===== config.mk =====
export PLATFORM = sky130hd
export DESIGN_NAME = pipe_record_validator_flat
export DESIGN_NICKNAME = d
export VERILOG_FILES = /design/src/hw/rtl/prv_pkg.sv /design/src/hw/rtl/prv_if.sv /design/src/hw/rtl/prv_front.sv /design/src/hw/rtl/prv_queue.sv /design/src/hw/rtl/prv_back.sv /design/src/hw/rtl/pipe_record_validator.sv /design/src/flat_wrapper.sv
export SDC_FILE = /design/constraint.sdc
export NUM_CORES = 1
export LEC_CHECK = 0
export BUFFER_PORTS_ARGS = -buffer_cell sky130_fd_sc_hd__buf_2
export CORE_ASPECT_RATIO = 1.4
export CORE_MARGIN = 4
export CORE_UTILIZATION = 45
export CTS_BUF_LIST = sky130_fd_sc_hd__clkbuf_2 sky130_fd_sc_hd__clkbuf_4 sky130_fd_sc_hd__clkbuf_8
export DETAILED_ROUTE_END_ITERATION = 16
export PLACE_DENSITY = 0.68
export REMOVE_ABC_BUFFERS = 1
export SETUP_SLACK_MARGIN = 0.5
export SLEW_MARGIN = 20
export SYNTH_ARGS = -nofsm -noshare
export SYNTH_HDL_FRONTEND = slang
export SYNTH_SLANG_ARGS = --single-unit

===== constraint.sdc =====
create_clock -name clk -period 7.91 [get_ports clk]
set_input_delay 1.582 -clock clk [delete_from_list [all_inputs] [get_ports clk]]
set_output_delay 1.582 -clock clk [all_outputs]
set_load 0.02 [all_outputs]

===== src/hw/rtl/prv_pkg.sv =====
// shared constants, byte codes and event types of the pipe record validator
package prv_pkg;

  localparam int LINE_BITS = 24;
  localparam int PIPE_BITS = 16;
  localparam int ID_BITS   = 63;
  localparam int CNT_BITS  = 24;
  localparam int EXP_BITS  = 16;

  localparam logic [LINE_BITS-1:0] LINE_MAX = '1;
  localparam logic [PIPE_BITS-1:0] PIPE_MAX = '1;
  localparam logic [CNT_BITS-1:0]  CNT_MAX  = '1;

  localparam logic [EXP_BITS-1:0] EXP_RESET = EXP_BITS'(2);

  localparam logic [7:0] CH_PIPE = 8'h7C;
  localparam logic [7:0] CH_NL   = 8'h0A;
  localparam logic [7:0] CH_ZERO = 8'h30;
  localparam logic [7:0] CH_NINE = 8'h39;
  localparam logic [7:0] BOM_B0  = 8'hEF;
  localparam logic [7:0] BOM_B1  = 8'hBB;
  localparam logic [7:0] BOM_B2  = 8'hBF;

  localparam logic KIND_TEXT = 1'b0;

  // event queue between parser and record tracker
  localparam int QDEPTH    = 4;
  localparam int QIDX_BITS = $clog2(QDEPTH);
  localparam int QCNT_BITS = $clog2(QDEPTH + 1);

  // one classified event: extend the open record to a line, count a pipe,
  // open a new record, or finish the text
  typedef struct packed {
    logic                 ext;
    logic                 pipe;
    logic                 open;
    logic                 fin;
    logic [ID_BITS-1:0]   id;
    logic [LINE_BITS-1:0] line;
  } prv_ev_t;

  typedef struct packed {
    logic    push;
    prv_ev_t ev;
  } prv_push_t;

  typedef struct packed {
    logic    avail;
    prv_ev_t ev;
  } prv_head_t;

endpackage


===== src/hw/rtl/prv_if.sv =====
// valid/ready channels for text beats in and record results out
interface prv_in_if;
  logic       valid;
  logic       ready;
  logic       kind;
  logic [7:0] text_byte;

  modport source (output valid, output kind, output text_byte, input ready);
  modport sink   (input valid, input kind, input text_byte, output ready);
endinterface

interface prv_out_if;
  import prv_pkg::*;
  logic                 valid;
  logic                 ready;
  logic                 record_present;
  logic [ID_BITS-1:0]   record_id;
  logic [LINE_BITS-1:0] start_line;
  logic [LINE_BITS-1:0] end_line;
  logic [PIPE_BITS-1:0] pipe_count;
  logic                 record_valid;
  logic                 is_final;
  logic [CNT_BITS-1:0]  record_total;
  logic [CNT_BITS-1:0]  valid_total;
  logic                 has_last_good_id;
  logic [ID_BITS-1:0]   last_good_id;

  modport source (
    output valid, output record_present, output record_id, output start_line,
    output end_line, output pipe_count, output record_valid, output is_final,
    output record_total, output valid_total, output has_last_good_id,
    output last_good_id, input ready
  );
  modport sink (
    input valid, input record_present, input record_id, input start_line,
    input end_line, input pipe_count, input record_valid, input is_final,
    input record_total, input valid_total, input has_last_good_id,
    input last_good_id, output ready
  );
endinterface


===== src/hw/rtl/prv_front.sv =====
// line parser: tracks line phase, bom, id digits and line number, emits events
module prv_front (
  input  logic              clk,
  input  logic              rst_n,
  prv_in_if.sink            in_ch,
  input  logic              q_full,
  output prv_pkg::prv_push_t push
);
  import prv_pkg::*;

  typedef enum logic [2:0] {
    PH_START, PH_BOM1, PH_BOM2, PH_AFTER_BOM, PH_DIGITS, PH_PLAIN, PH_RECORD
  } phase_t;

  phase_t               phase_r, phase_nxt;
  logic [LINE_BITS-1:0] line_r, line_nxt;
  logic [ID_BITS-1:0]   acc_r, acc_nxt;
  logic                 ovf_r, ovf_nxt;

  logic                 accept;
  logic                 is_digit;
  logic                 is_pipe;
  logic [3:0]           digit;
  logic [ID_BITS+3:0]   acc_wide;
  logic [ID_BITS+3:0]   acc_sum;
  prv_ev_t              ev;

  assign in_ch.ready = !q_full;
  assign accept      = in_ch.valid && !q_full;
  assign is_digit    = (in_ch.text_byte >= CH_ZERO) && (in_ch.text_byte <= CH_NINE);
  assign is_pipe     = (in_ch.text_byte == CH_PIPE);
  assign digit       = 4'(in_ch.text_byte - CH_ZERO);
  assign acc_wide    = (ID_BITS+4)'(acc_r);
  // acc * 10 + digit, overflow when it leaves 63 bits
  assign acc_sum     = (acc_wide << 3) + (acc_wide << 1) + (ID_BITS+4)'(digit);

  always_comb begin
    phase_nxt = phase_r;
    line_nxt  = line_r;
    acc_nxt   = acc_r;
    ovf_nxt   = ovf_r;
    ev        = '0;
    ev.id     = acc_r;
    ev.line   = line_r;
    if (in_ch.kind != KIND_TEXT) begin
      ev.fin    = 1'b1;
      ev.ext    = (phase_r == PH_BOM1) || (phase_r == PH_BOM2) ||
                  (phase_r == PH_AFTER_BOM) || (phase_r == PH_DIGITS);
      phase_nxt = PH_START;
      line_nxt  = LINE_BITS'(1);
      acc_nxt   = '0;
      ovf_nxt   = 1'b0;
    end else if (in_ch.text_byte == CH_NL) begin
      ev.ext    = (phase_r != PH_PLAIN) && (phase_r != PH_RECORD);
      if (line_r != LINE_MAX) begin
        line_nxt = line_r + LINE_BITS'(1);
      end
      phase_nxt = PH_START;
      acc_nxt   = '0;
      ovf_nxt   = 1'b0;
    end else begin
      case (phase_r)
        PH_START, PH_AFTER_BOM: begin
          if (phase_r == PH_START && in_ch.text_byte == BOM_B0) begin
            phase_nxt = PH_BOM1;
          end else if (is_digit) begin
            acc_nxt   = ID_BITS'(digit);
            ovf_nxt   = 1'b0;
            phase_nxt = PH_DIGITS;
          end else begin
            phase_nxt = PH_PLAIN;
            ev.ext    = 1'b1;
            ev.pipe   = is_pipe;
          end
        end
        PH_BOM1: begin
          if (in_ch.text_byte == BOM_B1) begin
            phase_nxt = PH_BOM2;
          end else begin
            phase_nxt = PH_PLAIN;
            ev.ext    = 1'b1;
            ev.pipe   = is_pipe;
          end
        end
        PH_BOM2: begin
          if (in_ch.text_byte == BOM_B2) begin
            phase_nxt = PH_AFTER_BOM;
          end else begin
            phase_nxt = PH_PLAIN;
            ev.ext    = 1'b1;
            ev.pipe   = is_pipe;
          end
        end
        PH_DIGITS: begin
          if (is_digit) begin
            if (!ovf_r) begin
              if (|acc_sum[ID_BITS+3:ID_BITS]) begin
                ovf_nxt = 1'b1;
              end else begin
                acc_nxt = acc_sum[ID_BITS-1:0];
              end
            end
          end else if (is_pipe && !ovf_r) begin
            ev.open   = 1'b1;
            phase_nxt = PH_RECORD;
          end else begin
            phase_nxt = PH_PLAIN;
            ev.ext    = 1'b1;
            ev.pipe   = is_pipe;
          end
        end
        default: begin
          ev.pipe = is_pipe;
        end
      endcase
    end
  end

  assign push.push = accept && (ev.ext || ev.pipe || ev.open || ev.fin);
  assign push.ev   = ev;

  always_ff @(posedge clk) begin
    if (!rst_n) begin
      phase_r <= PH_START;
      line_r  <= LINE_BITS'(1);
      acc_r   <= '0;
      ovf_r   <= 1'b0;
    end else if (accept) begin
      phase_r <= phase_nxt;
      line_r  <= line_nxt;
      acc_r   <= acc_nxt;
      ovf_r   <= ovf_nxt;
    end
  end

endmodule


===== src/hw/rtl/prv_queue.sv =====
// short event queue that decouples the parser from the record tracker
module prv_queue (
  input  logic               clk,
  input  logic               rst_n,
  input  prv_pkg::prv_push_t push,
  output logic               full,
  output prv_pkg::prv_head_t head,
  input  logic               pop
);
  import prv_pkg::*;

  prv_ev_t              mem_r [QDEPTH];
  logic [QIDX_BITS-1:0] wr_ptr_r, rd_ptr_r;
  logic [QCNT_BITS-1:0] count_r;
  logic                 do_push;
  logic                 do_pop;

  assign full       = (count_r == QCNT_BITS'(QDEPTH));
  assign head.avail = (count_r != '0);
  assign head.ev    = mem_r[rd_ptr_r];
  assign do_push    = push.push && !full;
  assign do_pop     = pop && head.avail;

  always_ff @(posedge clk) begin
    if (do_push) begin
      mem_r[wr_ptr_r] <= push.ev;
    end
  end

  always_ff @(posedge clk) begin
    if (!rst_n) begin
      wr_ptr_r <= '0;
      rd_ptr_r <= '0;
      count_r  <= '0;
    end else begin
      if (do_push) begin
        wr_ptr_r <= wr_ptr_r + QIDX_BITS'(1);
      end
      if (do_pop) begin
        rd_ptr_r <= rd_ptr_r + QIDX_BITS'(1);
      end
      if (do_push && !do_pop) begin
        count_r <= count_r + QCNT_BITS'(1);
      end else if (do_pop && !do_push) begin
        count_r <= count_r - QCNT_BITS'(1);
      end
    end
  end

endmodule


===== src/hw/rtl/prv_back.sv =====
// record tracker: applies events to the open record and totals, drives results
module prv_back (
  input  logic                           clk,
  input  logic                           rst_n,
  input  logic                           cfg_we,
  input  logic [prv_pkg::EXP_BITS-1:0]   cfg_wdata,
  input  prv_pkg::prv_head_t             head,
  output logic                           pop,
  prv_out_if.source                      out_ch
);
  import prv_pkg::*;

  logic [EXP_BITS-1:0]  expected_r;

  logic                 has_r, has_nxt;
  logic [ID_BITS-1:0]   id_r, id_nxt;
  logic [LINE_BITS-1:0] start_r, start_nxt;
  logic [LINE_BITS-1:0] end_r, end_nxt;
  logic [PIPE_BITS-1:0] pipes_r, pipes_nxt;
  logic                 err_r, err_nxt;
  logic [CNT_BITS-1:0]  nrec_r, nrec_nxt;
  logic [CNT_BITS-1:0]  nval_r, nval_nxt;
  logic                 good_r, good_nxt;
  logic [ID_BITS-1:0]   good_id_r, good_id_nxt;
  logic                 out_valid_r, out_valid_nxt;

  logic                 emits;
  logic                 slot_free;
  logic                 rec_ok;
  logic [LINE_BITS-1:0] end_eff;

  function automatic logic [CNT_BITS-1:0] nrec_nxt_tot(input logic inc,
                                                       input logic [CNT_BITS-1:0] cnt);
    logic [CNT_BITS-1:0] res;
    res = cnt;
    if (inc && cnt != CNT_MAX) begin
      res = cnt + CNT_BITS'(1);
    end
    return res;
  endfunction

  assign emits     = head.avail && (head.ev.fin || (head.ev.open && has_r));
  assign slot_free = !out_valid_r || out_ch.ready;
  assign pop       = head.avail && (!emits || slot_free);
  assign rec_ok    = has_r && (pipes_r == expected_r);
  // on end of text the pending line may still extend the record
  assign end_eff   = (head.ev.ext && has_r) ? head.ev.line : end_r;

  always_comb begin
    has_nxt       = has_r;
    id_nxt        = id_r;
    start_nxt     = start_r;
    end_nxt       = end_r;
    pipes_nxt     = pipes_r;
    err_nxt       = err_r;
    nrec_nxt      = nrec_r;
    nval_nxt      = nval_r;
    good_nxt      = good_r;
    good_id_nxt   = good_id_r;
    out_valid_nxt = out_valid_r && !out_ch.ready;

    if (pop) begin
      // totals of the record being finished
      if (emits && has_r) begin
        if (nrec_r != CNT_MAX) begin
          nrec_nxt = nrec_r + CNT_BITS'(1);
        end
        if (rec_ok) begin
          if (nval_r != CNT_MAX) begin
            nval_nxt = nval_r + CNT_BITS'(1);
          end
          if (!err_r) begin
            good_nxt    = 1'b1;
            good_id_nxt = id_r;
          end
        end else begin
          err_nxt = 1'b1;
        end
      end

      if (emits) begin
        out_valid_nxt = 1'b1;
      end

      if (head.ev.fin) begin
        has_nxt     = 1'b0;
        id_nxt      = '0;
        start_nxt   = '0;
        end_nxt     = '0;
        pipes_nxt   = '0;
        err_nxt     = 1'b0;
        nrec_nxt    = '0;
        nval_nxt    = '0;
        good_nxt    = 1'b0;
        good_id_nxt = '0;
      end else if (head.ev.open) begin
        has_nxt   = 1'b1;
        id_nxt    = head.ev.id;
        start_nxt = head.ev.line;
        end_nxt   = head.ev.line;
        pipes_nxt = PIPE_BITS'(1);
      end else begin
        end_nxt = end_eff;
        if (head.ev.pipe && has_r && pipes_r != PIPE_MAX) begin
          pipes_nxt = pipes_r + PIPE_BITS'(1);
        end
      end
    end
  end

  always_ff @(posedge clk) begin
    if (!rst_n) begin
      expected_r  <= EXP_RESET;
      has_r       <= 1'b0;
      id_r        <= '0;
      start_r     <= '0;
      end_r       <= '0;
      pipes_r     <= '0;
      err_r       <= 1'b0;
      nrec_r      <= '0;
      nval_r      <= '0;
      good_r      <= 1'b0;
      good_id_r   <= '0;
      out_valid_r <= 1'b0;
    end else begin
      if (cfg_we) begin
        expected_r <= cfg_wdata;
      end
      has_r       <= has_nxt;
      id_r        <= id_nxt;
      start_r     <= start_nxt;
      end_r       <= end_nxt;
      pipes_r     <= pipes_nxt;
      err_r       <= err_nxt;
      nrec_r      <= nrec_nxt;
      nval_r      <= nval_nxt;
      good_r      <= good_nxt;
      good_id_r   <= good_id_nxt;
      out_valid_r <= out_valid_nxt;
    end
  end

  // result payload, loaded when a finishing beat leaves the queue
  always_ff @(posedge clk) begin
    if (pop && emits) begin
      out_ch.record_present   <= has_r;
      out_ch.record_id        <= has_r ? id_r : '0;
      out_ch.start_line       <= has_r ? start_r : '0;
      out_ch.end_line         <= has_r ? end_eff : '0;
      out_ch.pipe_count       <= has_r ? pipes_r : '0;
      out_ch.record_valid     <= rec_ok;
      out_ch.is_final         <= head.ev.fin;
      out_ch.record_total     <= nrec_nxt_tot(has_r, nrec_r);
      out_ch.valid_total      <= nrec_nxt_tot(rec_ok, nval_r);
      out_ch.has_last_good_id <= (rec_ok && !err_r) || good_r;
      out_ch.last_good_id     <= (rec_ok && !err_r) ? id_r : good_id_r;
    end
  end

  assign out_ch.valid = out_valid_r;

endmodule


===== src/hw/rtl/pipe_record_validator.sv =====
// top level of the pipe record validator: parser, event queue, record tracker
//
// in_ch carries one text beat per cycle while ready: kind 0 with a text
// byte, kind 1 for end of text. out_ch carries result beats: one when a new
// record opens while another is open (the finished record), and one for every
// end-of-text beat (the last record if any, plus running totals and the last
// good id). cfg_we/cfg_wdata write the expected pipe count; write it only
// while idle.
// throughput: one text beat per cycle while the event queue has room, set by
// the line parser and the record tracker. An accepted beat goes into the
// 4-entry event queue, then through the tracker into the output register.
//
// reset (rst_n low, synchronous) clears the parser, queue and tracker and sets
// the expected pipe count to 2. end of text clears all state but that count.
// when out_ch stalls, the tracker holds its result and stops at the next result
// event; the queue fills to four events, then in_ch.ready drops until taken.
module pipe_record_validator (
  input  logic                         clk,
  input  logic                         rst_n,
  prv_in_if.sink                       in_ch,
  prv_out_if.source                    out_ch,
  input  logic                         cfg_we,
  input  logic [prv_pkg::EXP_BITS-1:0] cfg_wdata
);
  import prv_pkg::*;

  prv_push_t push;
  prv_head_t head;
  logic      q_full;
  logic      pop;

  prv_front u_front (
    .clk    (clk),
    .rst_n  (rst_n),
    .in_ch  (in_ch),
    .q_full (q_full),
    .push   (push)
  );

  prv_queue u_queue (
    .clk   (clk),
    .rst_n (rst_n),
    .push  (push),
    .full  (q_full),
    .head  (head),
    .pop   (pop)
  );

  prv_back u_back (
    .clk       (clk),
    .rst_n     (rst_n),
    .cfg_we    (cfg_we),
    .cfg_wdata (cfg_wdata),
    .head      (head),
    .pop       (pop),
    .out_ch    (out_ch)
  );

endmodule


===== src/flat_wrapper.sv =====
// flat-port wrapper written by rule: the top's interface ports become plain ports
module pipe_record_validator_flat import prv_pkg::*;
  (clk, rst_n, cfg_we, cfg_wdata, in_ch_valid, in_ch_kind, in_ch_text_byte, in_ch_ready, out_ch_valid, out_ch_record_present, out_ch_record_id, out_ch_start_line, out_ch_end_line, out_ch_pipe_count, out_ch_record_valid, out_ch_is_final, out_ch_record_total, out_ch_valid_total, out_ch_has_last_good_id, out_ch_last_good_id, out_ch_ready);
  prv_in_if in_ch_i ();
  prv_out_if out_ch_i ();
  input  logic clk;
  input  logic rst_n;
  input  logic cfg_we;
  input  logic [prv_pkg::EXP_BITS-1:0] cfg_wdata;
  input wire logic [$bits(in_ch_i.valid)-1:0] in_ch_valid;
  input wire logic [$bits(in_ch_i.kind)-1:0] in_ch_kind;
  input wire logic [$bits(in_ch_i.text_byte)-1:0] in_ch_text_byte;
  output wire logic [$bits(in_ch_i.ready)-1:0] in_ch_ready;
  output wire logic [$bits(out_ch_i.valid)-1:0] out_ch_valid;
  output wire logic [$bits(out_ch_i.record_present)-1:0] out_ch_record_present;
  output wire logic [$bits(out_ch_i.record_id)-1:0] out_ch_record_id;
  output wire logic [$bits(out_ch_i.start_line)-1:0] out_ch_start_line;
  output wire logic [$bits(out_ch_i.end_line)-1:0] out_ch_end_line;
  output wire logic [$bits(out_ch_i.pipe_count)-1:0] out_ch_pipe_count;
  output wire logic [$bits(out_ch_i.record_valid)-1:0] out_ch_record_valid;
  output wire logic [$bits(out_ch_i.is_final)-1:0] out_ch_is_final;
  output wire logic [$bits(out_ch_i.record_total)-1:0] out_ch_record_total;
  output wire logic [$bits(out_ch_i.valid_total)-1:0] out_ch_valid_total;
  output wire logic [$bits(out_ch_i.has_last_good_id)-1:0] out_ch_has_last_good_id;
  output wire logic [$bits(out_ch_i.last_good_id)-1:0] out_ch_last_good_id;
  input wire logic [$bits(out_ch_i.ready)-1:0] out_ch_ready;
  assign in_ch_i.valid = in_ch_valid;
  assign in_ch_i.kind = in_ch_kind;
  assign in_ch_i.text_byte = in_ch_text_byte;
  assign in_ch_ready = in_ch_i.ready;
  assign out_ch_valid = out_ch_i.valid;
  assign out_ch_record_present = out_ch_i.record_present;
  assign out_ch_record_id = out_ch_i.record_id;
  assign out_ch_start_line = out_ch_i.start_line;
  assign out_ch_end_line = out_ch_i.end_line;
  assign out_ch_pipe_count = out_ch_i.pipe_count;
  assign out_ch_record_valid = out_ch_i.record_valid;
  assign out_ch_is_final = out_ch_i.is_final;
  assign out_ch_record_total = out_ch_i.record_total;
  assign out_ch_valid_total = out_ch_i.valid_total;
  assign out_ch_has_last_good_id = out_ch_i.has_last_good_id;
  assign out_ch_last_good_id = out_ch_i.last_good_id;
  assign out_ch_i.ready = out_ch_ready;
  pipe_record_validator u_core (.clk(clk), .rst_n(rst_n), .in_ch(in_ch_i), .out_ch(out_ch_i), .cfg_we(cfg_we), .cfg_wdata(cfg_wdata));
endmodule

# Word level (Yosys, flattened, before mapping)
# Memories as Yosys holds them, arrays and structs flattened. A register that Yosys moved wholly into a read port is not among the register bits.
# Index checks and enable logic that the tools add are counted.
[word_totals]
ff_bits = 598
ram_bits = 364
memories = 1
in_bits = 30
out_inout_bits = 244
romBits = 0
wordCells = 219
latchBits = 0
[mem_list]
columns = ["name", "words", "width", "rd", "rd_ports_with_merged_regs", "wr", "line_no", "source"]
rows = [
  ["u_core.u_queue.mem_r", 4, 91, 1, 1, 1, "prv_queue.sv:12", "prv_ev_t mem_r [QDEPTH];"],
]
[classes]
div = 0
magnitude_cmp = 2
n_eq_ne = 25
mul = 0
add_sub_neg = 11
n_mux = 84
bitwise = 0
reduce_logical = 66
shifts = 0
[op_table]
columns = ["op", "count"]
rows = [
  ["two-way mux 63 bit", 14],
  ["two-way mux 24 bit", 17],
  ["case mux 63 bit (2 select lines)", 1],
  ["adder 24 x 1 -> 24 bit, second input constant", 3],
  ["!= test 24 bit, second input constant", 3],
  ["adder 66 x 64 -> 67 bit", 1],
  ["adder 67 x 4 -> 67 bit", 1],
  ["two-way mux 16 bit", 3],
  ["two-way mux 3 bit", 9],
  ["two-way mux 1 bit", 26],
  ["== test 8 bit, second input constant", 3],
  ["logical AND 1 bit", 23],
  ["two-way mux 2 bit", 10],
  ["adder 16 x 1 -> 16 bit, second input constant", 1],
  ["== test 16 bit", 1],
  ["!= test 16 bit, second input constant", 1],
  ["nonzero test 2 bit", 8],
  ["!= test 4 x 3 -> 1 bit, second input constant", 3],
  ["!= test 4 bit, second input constant", 3],
  ["case mux 3 bit (4 select lines)", 1],
  ["AND reduction 3 bit", 4],
  ["logical OR 1 bit", 10],
  ["== test 8 x 4 -> 1 bit, second input constant", 1],
  ["== test 8 x 7 -> 1 bit, second input constant", 1],
  ["other kinds (24)", 40],
]

# Depth between registers and ports, before layout
[logic_depth]
depth_word = 16
ltp_mapped = 17
depth_no_buf = 14

# By module
# Synthesis repeated with hierarchy kept, for this count alone.
[hier_totals]
hier_cells = 3212
area_unflattened_um2 = 42131.7
[by_module_without_submodules]
columns = ["module", "seq_area_each_um2", "cells_per_inst", "area_per_inst_um2", "n_inst"]
rows = [
  ["prv_back", 12431.9, 1550, 19698.9, 1],
  ["prv_queue", 11110.7, 523, 13704.4, 1],
  ["prv_front", 1821.7, 1139, 8728.4, 1],
]

# Least setup slack after synthesis
# Ideal clock, no wire load.
[synth_path]
path_type = "input to register"
start = "in out_ch_ready"
end = "reg u_core.u_back.good_id_r[10]"
path_buffers = 1
arrival_time_ns = 8.355
setup_ns = 0.118
t_required_ns = 7.792
path_stages = 7
setup_slack_ns = -0.563
path_cell_list = "nand2b_1 nand2_1 inv_1 a21oi_1 clkbuf_1 a22oi_1 nor2b_1"
[synth_between]
elab_chain_len = 4
[synth_rtl]
columns = ["item", "line_no", "source"]
rows = [
  ["from (decl)", "flat_wrapper.sv:26", "input wire logic [$bits(out_ch_i.ready)-1:0] out_ch_ready;"],
  ["logical OR 1 bit", "prv_back.sv:43", "assign slot_free = !out_valid_r || out_ch.ready;"],
  ["logical OR 1 bit", "prv_back.sv:44", "assign pop = head.avail && (!emits || slot_free);"],
  ["logical AND 1 bit", "prv_back.sv:44", ""],
  ["AND reduction 4 bit (no line)", "-", ""],
  ["to (signal assigned)", "prv_back.sv:138", "good_id_r <= good_id_nxt;"],
  ["to (decl)", "prv_back.sv:24", "logic [ID_BITS-1:0] good_id_r, good_id_nxt;"],
]
# No other way between the ends.
# A chain may end at the register's enable or synchronous reset.

# Final worst setup path
[layout_path]
start = "in in_ch_text_byte[3]"
end = "reg u_core.u_front.acc_r[34]"
[layout_between]
elab_chain_len = 8
elab_cells_between_ends = 22
classes_between = "add/sub: 2; order compare: 2; eq/ne: 7; mux: 6; reduce/logical: 5"
[layout_rtl]
columns = ["item", "line_no", "source"]
rows = [
  ["from (decl)", "flat_wrapper.sv:12", "input wire logic [$bits(in_ch_i.text_byte)-1:0] in_ch_text_byte;"],
  ["subtractor 4 x 1 -> 4 bit", "prv_front.sv:32", "assign digit = 4'(in_ch.text_byte - CH_ZERO);"],
  ["adder 67 x 4 -> 67 bit", "prv_front.sv:35", "assign acc_sum = (acc_wide << 3) + (acc_wide << 1) + (ID_BITS+4)'(digit);"],
  ["two-way mux 63 bit", "prv_front.sv:97", "if (|acc_sum[ID_BITS+3:ID_BITS]) begin"],
  ["two-way mux 63 bit", "prv_front.sv:96", "if (!ovf_r) begin"],
  ["two-way mux 63 bit", "prv_front.sv:95", "if (is_digit) begin"],
  ["case mux 63 bit (2 select lines)", "prv_front.sv:62", "case (phase_r)"],
  ["two-way mux 63 bit", "prv_front.sv:53", "end else if (in_ch.text_byte == CH_NL) begin"],
  ["two-way mux 63 bit", "prv_front.sv:45", "if (in_ch.kind != KIND_TEXT) begin"],
  ["to (signal assigned)", "prv_front.sv:131", "acc_r <= acc_nxt;"],
  ["to (decl)", "prv_front.sv:17", "logic [ID_BITS-1:0] acc_r, acc_nxt;"],
]
# Several ways; a longest one is shown, not always the timed one. The select of a mux whose other input is x is not followed.

==> impl_metrics.py <==
metrics = {
    "global_routing": {
        "grt_pass1_wl_um": 149000,
        "grt_overflow_total": 0,
        "grt_pass1_vias": 26800,
        "antenna_found_initial": 8,
        "grt_usage": 0.190,
        "grt_max_degree": 119,
    },
    "clock_network": {
        "cts_num_sinks": 964,
        "htreeDepth": 4,
        "post-cts-setup-buffers": 0,
        "cts_made_buffers": 150,
        "clock_latency_ps": 830,
        "root_buffer": "clkbuf_8",
        "cts_tree": "built",
        "postCtsResizedCells": 0,
        "postCtsHoldBufs": 0,
        "clk_path_buf_depth": 3,
        "path_clk_slew_ps": 60,
    },
    "routing": {
        "vias": 26700,
        "drtIter0Drc": 1754,
        "avgRoutedWirePerCell_um": 19.4,
        "avgViaCountPerCell": 5.48,
        "totalWireLength_um": 94400,
        "dr.pass1.iters": 6,
        "ant_nets": 0,
        "route.detailed.drc": 0,
    },
    "synthesis": {
        "synth_area_per_cell_um2": 12.9,
        "synth_top_area_frac": 0.434,
        "synth_top_area_cell": "edfxtp_1",
        "synth_area_um2": 42000,
        "synth-async-reset-ratio": 0,
        "synth.area.top_cells": "edfxtp_1 (43%), dfxtp_1 (17%), mux4_2 (4.9%), ha_1 (4.0%), nor2b_1 (3.5%)",
        "synth_edf_count": 606,
        "synth-seq-area-share": 0.605,
        "synth_cell_types": 76,
        "dominantRegCellSynth": "edfxtp_1",
        "yosysMostFrequentCell": "edfxtp_1",
        "netlist_instances": 3258,
        "synth.cells.most_frequent": "edfxtp_1 (606), dfxtp_1 (358), nor2b_1 (237)",
        "synth-seq-cells": 964,
        "ys_warn_count": 0,
    },
    "power_and_ir_drop": {
        "switchingPower_uw": 4740,
        "ir_worst_vdd_uv": 244,
        "p_per_area_nw_per_um2": 305,
        "p_leak_uw": 0.0173,
        "p_comb_frac": 0.236,
        "power_frac_seq": 0.469,
        "p_int_uw": 9740,
        "clkPwrFrac": 0.296,
        "swShare": 0.327,
    },
    "timing": {
        "final.min_clock_period_ps": 5690,
        "timing.fmax_mhz": 176,
        "clock_skew_ps": 36.7,
        "worst_slew_pin_slew_ps": 1030,
        "fin_crit_sh": 0.719,
        "relSlewSlack": 0.311,
        "rsz0062_at_grt": "false",
        "setup_viol": 0,
        "hold_violations": 0,
        "final_max_slew_viol_count": 0,
    },
    "floorplanning": {
        "ios": 274,
        "coreArea_um2": 92500,
        "die_area_um2": 98300,
        "core.rowCount": 132,
        "fp.dieH_um": 369,
        "dieWidth_um": 266,
        "initial_core_util": 0.454,
    },
    "status": {
        "status": "finished clean",
    },
    "placement": {
        "postPlaceCellArea_um2": 44400,
        "dp_hpwl_um": 60700,
        "numPortBuffers": 273,
        "place.gp.congestion": 0.894,
        "place_inst": 4580,
    },
    "setup_path": {
        "start_kind": "primary input",
        "crit_chain": "buf_2, inv_1, fa_1, inv_1, fa_1, a21o_1, a221o_1, a21oi_2, o41ai_2, o31ai_1, o211a_1, o221ai_1, nor4_2, and3_2, buf_4, a22o_1",
        "path_delay_family": "compound AO/OA/AOI/OAI gates",
        "max_stage_delay_ps": 830,
        "crit_fanout": 39,
        "critPathArrivalTime_ps": 6440,
        "crit_buf_inv": 4,
        "cp.required_ps": 8660,
        "end_kind": "register",
        "crit_slowest_cell": "and3_2",
        "path_class": "primary input to register",
    },
    "layout": {
        "final_area_um2": 47500,
        "synthToLayoutAreaGrowth_pct": 13.3,
        "nNetsFinal": 3693,
        "final_layout_size_suffix_gt1_frac": 0.205,
        "n_fill_cell": 8004,
        "stdcell_count": 4863,
    },
    "worst_hold_path": {
        "hp-class": "register to register",
    },
    "job": {
        "drv_cap": 0,
    },
}
[layout by cell type (no fill, tap or decap), types with 135 or more instances in the layout]
cell type / count
clkbuf_8: 161
nand2_1: 160
edfxtp_1: 606
and2_1: 145
buf_2: 272
a22oi_1: 179
dfxtp_1: 355
nor2b_1: 237
o21ai_0: 135
nor2_1: 138
[area by class of cell]
type | instances | area, µm² | area share
antenna | 5 | 12.5 | 0.000263
clock buffer | 197 | 2480 | 0.0522
clock inverter | 81 | 614 | 0.0129
inverter | 36 | 143 | 0.00300
multi-input combinational | 2069 | 15800 | 0.332
sequential | 964 | 25400 | 0.534
tap | 1206 | 1510 | 0.0317
timing repair buffer | 305 | 1620 | 0.0341
[worst min-delay path, stage by stage (launching register included)]
cell	delay [ps]
dfxtp_1	350
mux2i_1	70
nand2_1	60
[power by group through the flow]
stage	logic, µW	clock network (µW)	registers [µW]
3_3_place_gp	3440	0	6880
2_1_floorplan	1610	0	7580
3_5_place_dp	3480	0	6900
5_1_grt	3690	4650	6870
4_1_cts	3490	4420	6800
6_report	3410	4280	6780
[through the flow]
step	TNS, ps	setup WS, ps	hold slack [ps]	total power, µW	utilization
after global routing	0	1990	539	15200	0.514
final	0	2220	508	14500	0.514
after detailed placement	0	1380	495	10400	0.480
after floorplan	-1387540	-6260	460	9190	-
after CTS	0	2300	509	14700	0.514
after global placement	0	1500	482	10300	0.480
[layer usage]
| metal | share of wire | vias up | GRT usage | wire (µm) |
|---|---|---|---|---|
| li1 | - | 12700 | - | - |
| met1 | 0.42 | 13100 | 0.240 | 40000 |
| met2 | 0.51 | 624 | 0.330 | 47800 |
| met3 | 0.043 | 171 | 0.0323 | 4020 |
| met4 | 0.027 | 0 | 0.0683 | 2540 |
| met5 | 0 | - | 0 | 0 |
[cell families after synthesis]
family	synth area share
buffers and inverters	0.0214
multiplexers	0.0788
AND/OR/NAND/NOR	0.121
AO/OA/AOI/OAI	0.103
flip-flops	0.605
XOR/XNOR	0.0296
adder cells (fa/ha/maj)	0.0414
[registers in the layout, summed over array words and instances (netlist names), 63 cells and up, named ones only]
register                           count
u_core.u_back.out_ch.record_id        63
u_core.u_queue.mem_r                 364
u_core.u_back.good_id_r               63
u_core.u_back.id_r                    63
u_core.u_front.acc_r                  63
u_core.u_back.out_ch.last_good_id     63
[path summary, 6_finish.rpt]
check | slack (ps) | cells after the start | from | endpoint
max | 2220 | 16 | in_ch_text_byte[3] | u_core.u_front.acc_r[34]
min | 510 | 2 | u_core.u_back.expected_r[1] | u_core.u_back.expected_r[1]
max reg2reg | 2700 | 15 | u_core.u_front.acc_r[0] | u_core.u_front.acc_r[34]
min reg2reg | 510 | 2 | u_core.u_back.expected_r[1] | u_core.u_back.expected_r[1]
Power figures use the tool's default switching activity.
